## src/hdl/sgpf_pkg.sv

```systemverilog
// package for the softened gravity pair force unit
// holds widths, reset values, register codes and the item types used across the modules
// no dependencies
`default_nettype none

package sgpf_pkg;

    // queue between front and back
    localparam int SGPF_QUEUE_DEPTH = 4;

    // arithmetic widths
    localparam int POS_W   = 32;
    localparam int R2_W    = 64;
    localparam int RAD_W   = 96;
    localparam int ROOT_W  = 48;
    localparam int SQREM_W = 50;
    localparam int PROD_W  = 64;
    localparam int WIDE_W  = 112;
    localparam int CMP_W   = 144;

    // pipeline step counts
    localparam int SQ_STEPS  = ROOT_W;
    localparam int DIV_STEPS = 32;

    // configuration reset values
    localparam logic [31:0] GAIN_RESET   = 32'h0001_0000;
    localparam logic [62:0] RADIUS_RESET = 63'h0000_0001_0000_0000;

    // register codes, taken from paddr[3]
    localparam logic REG_GAIN           = 1'b0;
    localparam logic REG_SOFT_RADIUS_SQ = 1'b1;

    // item leaving the front part
    typedef struct packed {
        logic [2:0]            neg_d;
        logic [2:0][POS_W-1:0] mag_d;
        logic [R2_W-1:0]       r2;
        logic                  in_soft;
        logic                  sat;
    } t_front_item;

    // item travelling through the square root pipeline
    typedef struct packed {
        logic [2:0]             neg;
        logic [2:0][PROD_W-1:0] prod;
        logic [R2_W-1:0]        r2;
        logic                   in_soft;
        logic                   sat;
    } t_mid;

    // flags travelling through the divider pipeline
    typedef struct packed {
        logic [2:0] neg;
        logic [2:0] ovf;
        logic       in_soft;
        logic       sat;
        logic       zero;
    } t_tail;

endpackage

`default_nettype wire

```

## src/hdl/sgpf_queue.sv

```systemverilog
// short queue between front and back parts
// register storage with one read address; uses sgpf_pkg
`default_nettype none

module sgpf_queue
    import sgpf_pkg::*;
#(
    parameter int DEPTH = SGPF_QUEUE_DEPTH
) (
    input  wire logic        i_clk,
    input  wire logic        i_rst_n,
    input  wire logic        i_push,
    input  wire t_front_item i_data,
    output logic             o_full,
    input  wire logic        i_pop,
    output logic             o_valid,
    output t_front_item      o_data
);

    localparam int PTR_W = $clog2(DEPTH);
    localparam int CNT_W = $clog2(DEPTH + 1);

    t_front_item      r_mem [DEPTH];
    logic [PTR_W-1:0] r_wr_ptr, r_rd_ptr;
    logic [CNT_W-1:0] r_count;
    logic             do_push, do_pop;

    assign o_full  = (r_count == CNT_W'(DEPTH));
    assign o_valid = (r_count != '0);
    assign o_data  = r_mem[r_rd_ptr];
    assign do_push = i_push && !o_full;
    assign do_pop  = i_pop && o_valid;

    // pointers and fill count
    always_ff @(posedge i_clk) begin
        if (!i_rst_n) begin
            r_wr_ptr <= '0;
            r_rd_ptr <= '0;
            r_count  <= '0;
        end else begin
            if (do_push) begin
                r_wr_ptr <= (r_wr_ptr == PTR_W'(DEPTH - 1)) ? '0 : r_wr_ptr + 1'b1;
            end
            if (do_pop) begin
                r_rd_ptr <= (r_rd_ptr == PTR_W'(DEPTH - 1)) ? '0 : r_rd_ptr + 1'b1;
            end
            if (do_push && !do_pop) begin
                r_count <= r_count + 1'b1;
            end else if (do_pop && !do_push) begin
                r_count <= r_count - 1'b1;
            end
        end
    end

    // storage
    always_ff @(posedge i_clk) begin
        if (do_push) begin
            r_mem[r_wr_ptr] <= i_data;
        end
    end

endmodule

`default_nettype wire

```

## config.mk

```make
export PLATFORM = sky130hd
export DESIGN_NAME = sgpf_queue
export DESIGN_NICKNAME = d
export VERILOG_FILES = /design/src/hdl/sgpf_pkg.sv /design/src/hdl/sgpf_queue.sv
export SDC_FILE = /design/constraint.sdc
export NUM_CORES = 1
export LEC_CHECK = 0
export ABC_AREA = 1
export BUFFER_PORTS_ARGS = -buffer_cell sky130_fd_sc_hd__buf_2
export CAP_MARGIN = 20
export CORE_ASPECT_RATIO = 1.4
export CORE_MARGIN = 2
export CORE_UTILIZATION = 23
export CTS_CLUSTER_DIAMETER = 30
export DETAILED_ROUTE_END_ITERATION = 7
export PLACE_DENSITY = 0.46
export SLEW_MARGIN = 20
export SYNTH_ARGS = -nofsm -noshare
export SYNTH_HDL_FRONTEND = slang
export SYNTH_SLANG_ARGS = --single-unit
```

## constraint.sdc

```tcl
create_clock -name i_clk -period 18.04 [get_ports i_clk]
set_input_delay 1.804 -clock i_clk [delete_from_list [all_inputs] [get_ports i_clk]]
set_output_delay 1.804 -clock i_clk [all_outputs]
set_load 0.005 [all_outputs]
```

==> flow_metrics.tcl, run 1 <==
set metrics [dict create \
    status "complete, no violations" \
    layout_common_cells "660 x edfxtp_1, 343 x nor2_1, 335 x buf_2" \
    multi_input_area_mm2 0.00421 \
    placedCellCount 3364 \
    synth_fa_ha_area_share_pct 0.381 \
    cp.required_ps 16240 \
    cts.sinks 669 \
    synthMuxAreaShare_pct 0 \
    vias_per_cell 4.31 \
    core_mm2 0.108 \
    route.detailed.drc 0 \
    die_w_um 282 \
    grt_pass1_vias 15954 \
    synth_compound_area_share_pct 10.8 \
    syn2layout_area_growth_pct 28.2 \
    synth.avg_cell_area_um2 15.0 \
    grt_use_met1_pct 13.4 \
    grt_use_met3_pct 3.25 \
    grt_use_total_pct 11.8 \
    overflow 0 \
    nFillCells 10970 \
    relSlewSlack_pct 31.9 \
    slew_violations 0 \
    path_class "reg2out" \
    r2r_start "r_count[0]" \
    cts-root-buf "clkbuf_16" \
    ir_drop_mv 0.0821 \
    crit_path_end_kind "output pin" \
    grt_use_met2_pct 20.7 \
    cts-buffers-inserted 116 \
    port_buffers 335 \
    avgRoutedWirePerCell_um 18.7 \
    synth_top_family_by_area "compound AO/OA/AOI/OAI gates" \
    total_leakage_power_nw 11.0 \
    clock_path_buffers 3 \
    cp.arrival_ps 3800 \
    synth_xor_area_share_pct 0 \
    synth_top_cell_by_area "edfxtp_1" \
    grt_pass1_wl_mm 98.7 \
    gp_congestion 0.707 \
    wl_mm 67.1 \
    ys_seq_elements 669 \
    yosys_warnings 0 \
    antenna_left 0 \
    row_count 143 \
    setup_viol 0 \
    final_common_cell "edfxtp_1" \
    finalClockSkew_ps 37.5 \
    min_path_type "reg2reg" \
    finalHoldViolCount 0 \
    finalNonFillerCells 3587 \
    drive_gt1_share_pct 26.0 \
    syn_nets 1843 \
    cts_setup_buffers 0 \
    fin_crit_sh_pct 31.0 \
    crit_fanout 81 \
    first_pass_iters 7 \
    seq_area_frac_synth_pct 80.1 \
    cap_violations 0 \
    initial_core_util_pct 23.1 \
    yosys.area.top_type_share_pct 79.4 \
    max_freq_mhz 179 \
    io_pins 336 \
    cts-hold-fix-buffers 0 \
    clk_pin_slew_worst_paths_ps 50 \
    setup_tns_ps 0 \
    hold_slack_ps 522 \
    period_needed_ps 5600 \
    worstHoldStart "r_count[0]" \
    drt-initial-drc-count 779 \
    htreeDepth 3 \
    power.density_mw_per_mm2 163 \
    dieArea_mm2 0.111 \
    regArea_mm2 0.0200 \
    dp_hpwl_mm 37.4 \
    synth-simple-area-share_pct 5.52 \
    startpoint_type "flop" \
    clock_latency_ps 690 \
    top_usage_layer "met2" \
    rsz0062_at_grt "no" \
    nets 2209 \
    dr_total_vias 15465 \
    cts_tree "yes" \
    antenna_found_initial 16 \
    netlist_area_mm2 0.0250 \
    die_h_um 394 \
    grt_max_degree 171 \
    tightest_slew_ps 1020 \
    ff2ff_setup_slack_ps 14470 \
    synthTopCellsByArea "edfxtp_1 79%, o21ai_0 5.3%, nor2_1 5.2%, o22ai_1 4.1%, buf_6 1.5%" \
    ctsResizeCount 0 \
    ys_types 20 \
    synth_cells 1667 \
]
==> critical path, stage by stage, from the launching register on <==
cell and delay [ps]:
dfxtp_4 710, buf_4 700, buf_4 580, buf_12 300
o21ai_0 130, o22ai_1 250, buf_2 160
==> synth_stat cells <==
cell type and number:
clkbuf_1 57, nor2_1 347, o22ai_1 165, o21ai_0 265, nand3_1 1, edfxtp_1 660
ha_1 6, dfxtp_1 9, buf_4 1, o21ai_1 67, inv_1 17, fa_1 1
buf_6 33, nand3b_1 1, nand2_1 15, nand4_1 1, buf_2 15, inv_8 1
buf_8 3, a21oi_1 2
==> power by group <==
group          internal [mW]  total [mW]  switching, mW
Clock                   1.43        2.20          0.771
Sequential              1.90        1.95         0.0571
Combinational          0.346        1.06          0.715
==> final timing paths <==
| path | endpoint | depth (start not counted) |
|---|---|---|
| worst max-delay path | o_data[157] | 6 |
| worst min-delay path | r_count[0] | 2 |
| worst max register to register | r_mem[2][80] | 6 |
| worst min register to register | r_count[0] | 2 |
==> area by class of cell <==
type | instances | area share, %
flip-flops and latches | 669 | 62.5
clock inverters | 86 | 3.15
well taps | 1450 | 5.67
clock buffers | 130 | 9.37
inverters | 18 | 0.258
diodes | 6 | 0.0469
multi-input cells | 871 | 13.1
repair buffers | 357 | 5.83
==> flip-flops by register name, summed over array words and instances, names as in the netlist, named ones only <==
register and flops:
r_count 3, r_mem 660, r_rd_ptr 2, r_wr_ptr 2
==> logic make-up after synthesis <==
| family | Yosys count |
|---|---|
| compound gates | 499 |
| fa+ha+maj | 7 |
| buf+inv | 127 |
| flops | 669 |
| simple gates | 365 |
==> metal layers <==
| layer | wire [µm] | vias to the layer above | share of wire [%] |
|---|---|---|---|
| li1 | - | 7095 | - |
| met1 | 26800 | 7785 | 40 |
| met3 | 4240 | 122 | 6.3 |
| met4 | 1720 | 14 | 2.6 |
| met2 | 34300 | 449 | 51 |
| met5 | 91 | - | 0.14 |
==> through the flow <==
step | total power, mW | cell area (µm²) | util (%) | setup slack [ps]
global route | 5.48 | 32000 | 29.6 | 12100
global placement | 3.05 | 28000 | 25.9 | 13000
floorplan | 2.62 | 25000 | - | 8550
CTS | 5.31 | 32000 | 29.6 | 12160
finish | 5.22 | 32000 | 29.6 | 12440
detailed placement | 3.08 | 28000 | 25.9 | 12920
Note: power is estimated with default switching activity, not from simulation.
==> inputs of run 2 (changes only) <==
Settings changed: PLACE_DENSITY 0.46 to 0.47.
Clock period 18.04 ns to 4.71 ns, I/O delays scaled along.
==> run 2 against run 1 <==
Against the previous run: wire length hardly changed; via count is 4.2% higher; setup slack worse by 11000 ps; hold slack worse by 430 ps; highest routed layer unchanged; critical endpoint is now o_data[162]; die area stayed put; critical path depth is 2 lower.
==> flow_metrics.tcl, run 2 (synthesized netlist as in run 1, its figures left out) <==
set metrics [dict create \
    dieArea_mm2 0.111 \
    cts-root-buf "clkbuf_16" \
    worstHoldStart "i_rst_n" \
    dp_hpwl_mm 36.7 \
    finalHoldViolCount 0 \
    cp.required_ps 4240 \
    rsz0062_at_grt "no" \
    cts.sinks 669 \
    clk_pin_slew_worst_paths_ps 50 \
    avgRoutedWirePerCell_um 17.8 \
    drt-initial-drc-count 854 \
    route.detailed.drc 0 \
    row_count 143 \
    layout_common_cells "660 x edfxtp_1, 343 x nor2_1, 335 x buf_2" \
    antenna_found_initial 13 \
    reg.largest.list "r_mem: 660 flops, r_count: 3 flops" \
    nFillCells 10717 \
    overflow 0 \
    fin_crit_sh_pct 74.9 \
    cts_tree "yes" \
    antenna_left 0 \
    largest_reg_flops 660 \
    port_buffers 335 \
    vias_per_cell 4.29 \
    finalNonFillerCells 3761 \
    clock_latency_ps 700 \
    first_pass_iters 5 \
    cts-buffers-inserted 118 \
    cap_violations 0 \
    grt_pass1_wl_mm 101 \
    r2r_start "r_count[0]" \
    hold_slack_ps 95.8 \
    p_int_mw 14.2 \
    relSlewSlack_pct 27.6 \
    wl_mm 67.1 \
    tightest_slew_ps 1090 \
    grt_use_total_pct 11.9 \
    io_pins 336 \
    finalClockSkew_ps 22.6 \
    setup_viol 0 \
    power.density_mw_per_mm2 597 \
    path_class "reg2out" \
    largest_register "r_mem" \
    status "complete, no violations" \
    final_common_cell "edfxtp_1" \
    pwr-share-comb_pct 21.2 \
    slew_violations 0 \
    gp_congestion 0.694 \
    total_leakage_power_nw 11.8 \
    max_freq_mhz 283 \
    min_path_type "in2reg" \
    seqPwrFrac_pct 36.9 \
    crit_fanout 63 \
    clkPwrFrac_pct 41.9 \
    startpoint_type "flop" \
    syn2layout_area_growth_pct 35.5 \
    p_sw_share_pct 29.8 \
    switchingPower_mw 6.02 \
    initial_core_util_pct 23.1 \
    grt_pass1_vias 17294 \
    grt_max_degree 137 \
    crit_path_end_kind "output pin" \
    die_h_um 394 \
    clock_path_buffers 3 \
    period_needed_ps 3530 \
    cp.arrival_ps 3060 \
    die_w_um 282 \
    dr_total_vias 16119 \
    nets 2379 \
    htreeDepth 3 \
    drive_gt1_share_pct 24.8 \
    placedCellCount 3368 \
    ir_drop_mv 0.393 \
    core_mm2 0.108 \
    utilization_pct 31.3 \
]
==> run 2: timing repair <==
item,4_1_cts,5_1_grt
buffers inserted,0,0
hold buffers,165,0
endpoints found under the setup margin,0,0
gates resized for setup,0,0
hold endpoints to repair,660,0
==> run 2: critical path, stage by stage, from the launching register on <==
cell,delay (ps)
dfxtp_4,720
buf_4,800
o21ai_0,200
o22ai_1,370
buf_2,180
==> run 2: final cells by class <==
class                           count  area, µm²  share of cell area, %
Antenna cell                        7       17.5                 0.0518
Clock buffer                      126       3030                   8.94
Clock inverter                     95       1020                   3.03
Inverter                           18       77.6                  0.229
Multi-Input combinational cell    871       4210                   12.4
Sequential cell                   669      20000                   59.1
Tap cell                         1450       1810                   5.36
Timing Repair Buffer              525       3650                   10.8
==> run 2: final timing paths <==
path	to	slack, ps	cells past startpoint
max	o_data[162]	1180	4
min	flop	100	3
max reg2reg	r_mem[3][132]	2100	5
min reg2reg	r_count[0]	540	2
==> run 2: metal layers <==
metal  vias to the layer above  track usage, %  wire length, µm
met3                       127            3.37             4500
met2                       534            20.8            34000
met5                         -               0               29
li1                       7441               -                -
met1                      8011            13.2            26400
met4                         6            5.83             2210
==> run 2: power groups by stage <==
| stage | sequential [mW] | combinational (mW) | clock [mW] |
|---|---|---|---|
| floorplan | 7.56 | 2.38 | 0 |
| global placement | 7.54 | 4.19 | 0 |
| detailed placement | 7.57 | 4.27 | 0 |
| CTS | 7.46 | 4.41 | 8.66 |
| global route | 7.50 | 4.77 | 8.91 |
| finish | 7.46 | 4.28 | 8.46 |
==> run 2: through the flow <==
step	setup TNS, ps	cell area (µm²)	power (mW)	setup slack [ps]
5_1_grt	0	33800	21.2	959
3_5_place_dp	0	28100	11.8	1780
2_1_floorplan	-500390	25000	9.94	-758
3_3_place_gp	0	28100	11.7	1820
6_report	0	33800	20.2	1180
4_1_cts	0	33800	20.5	993
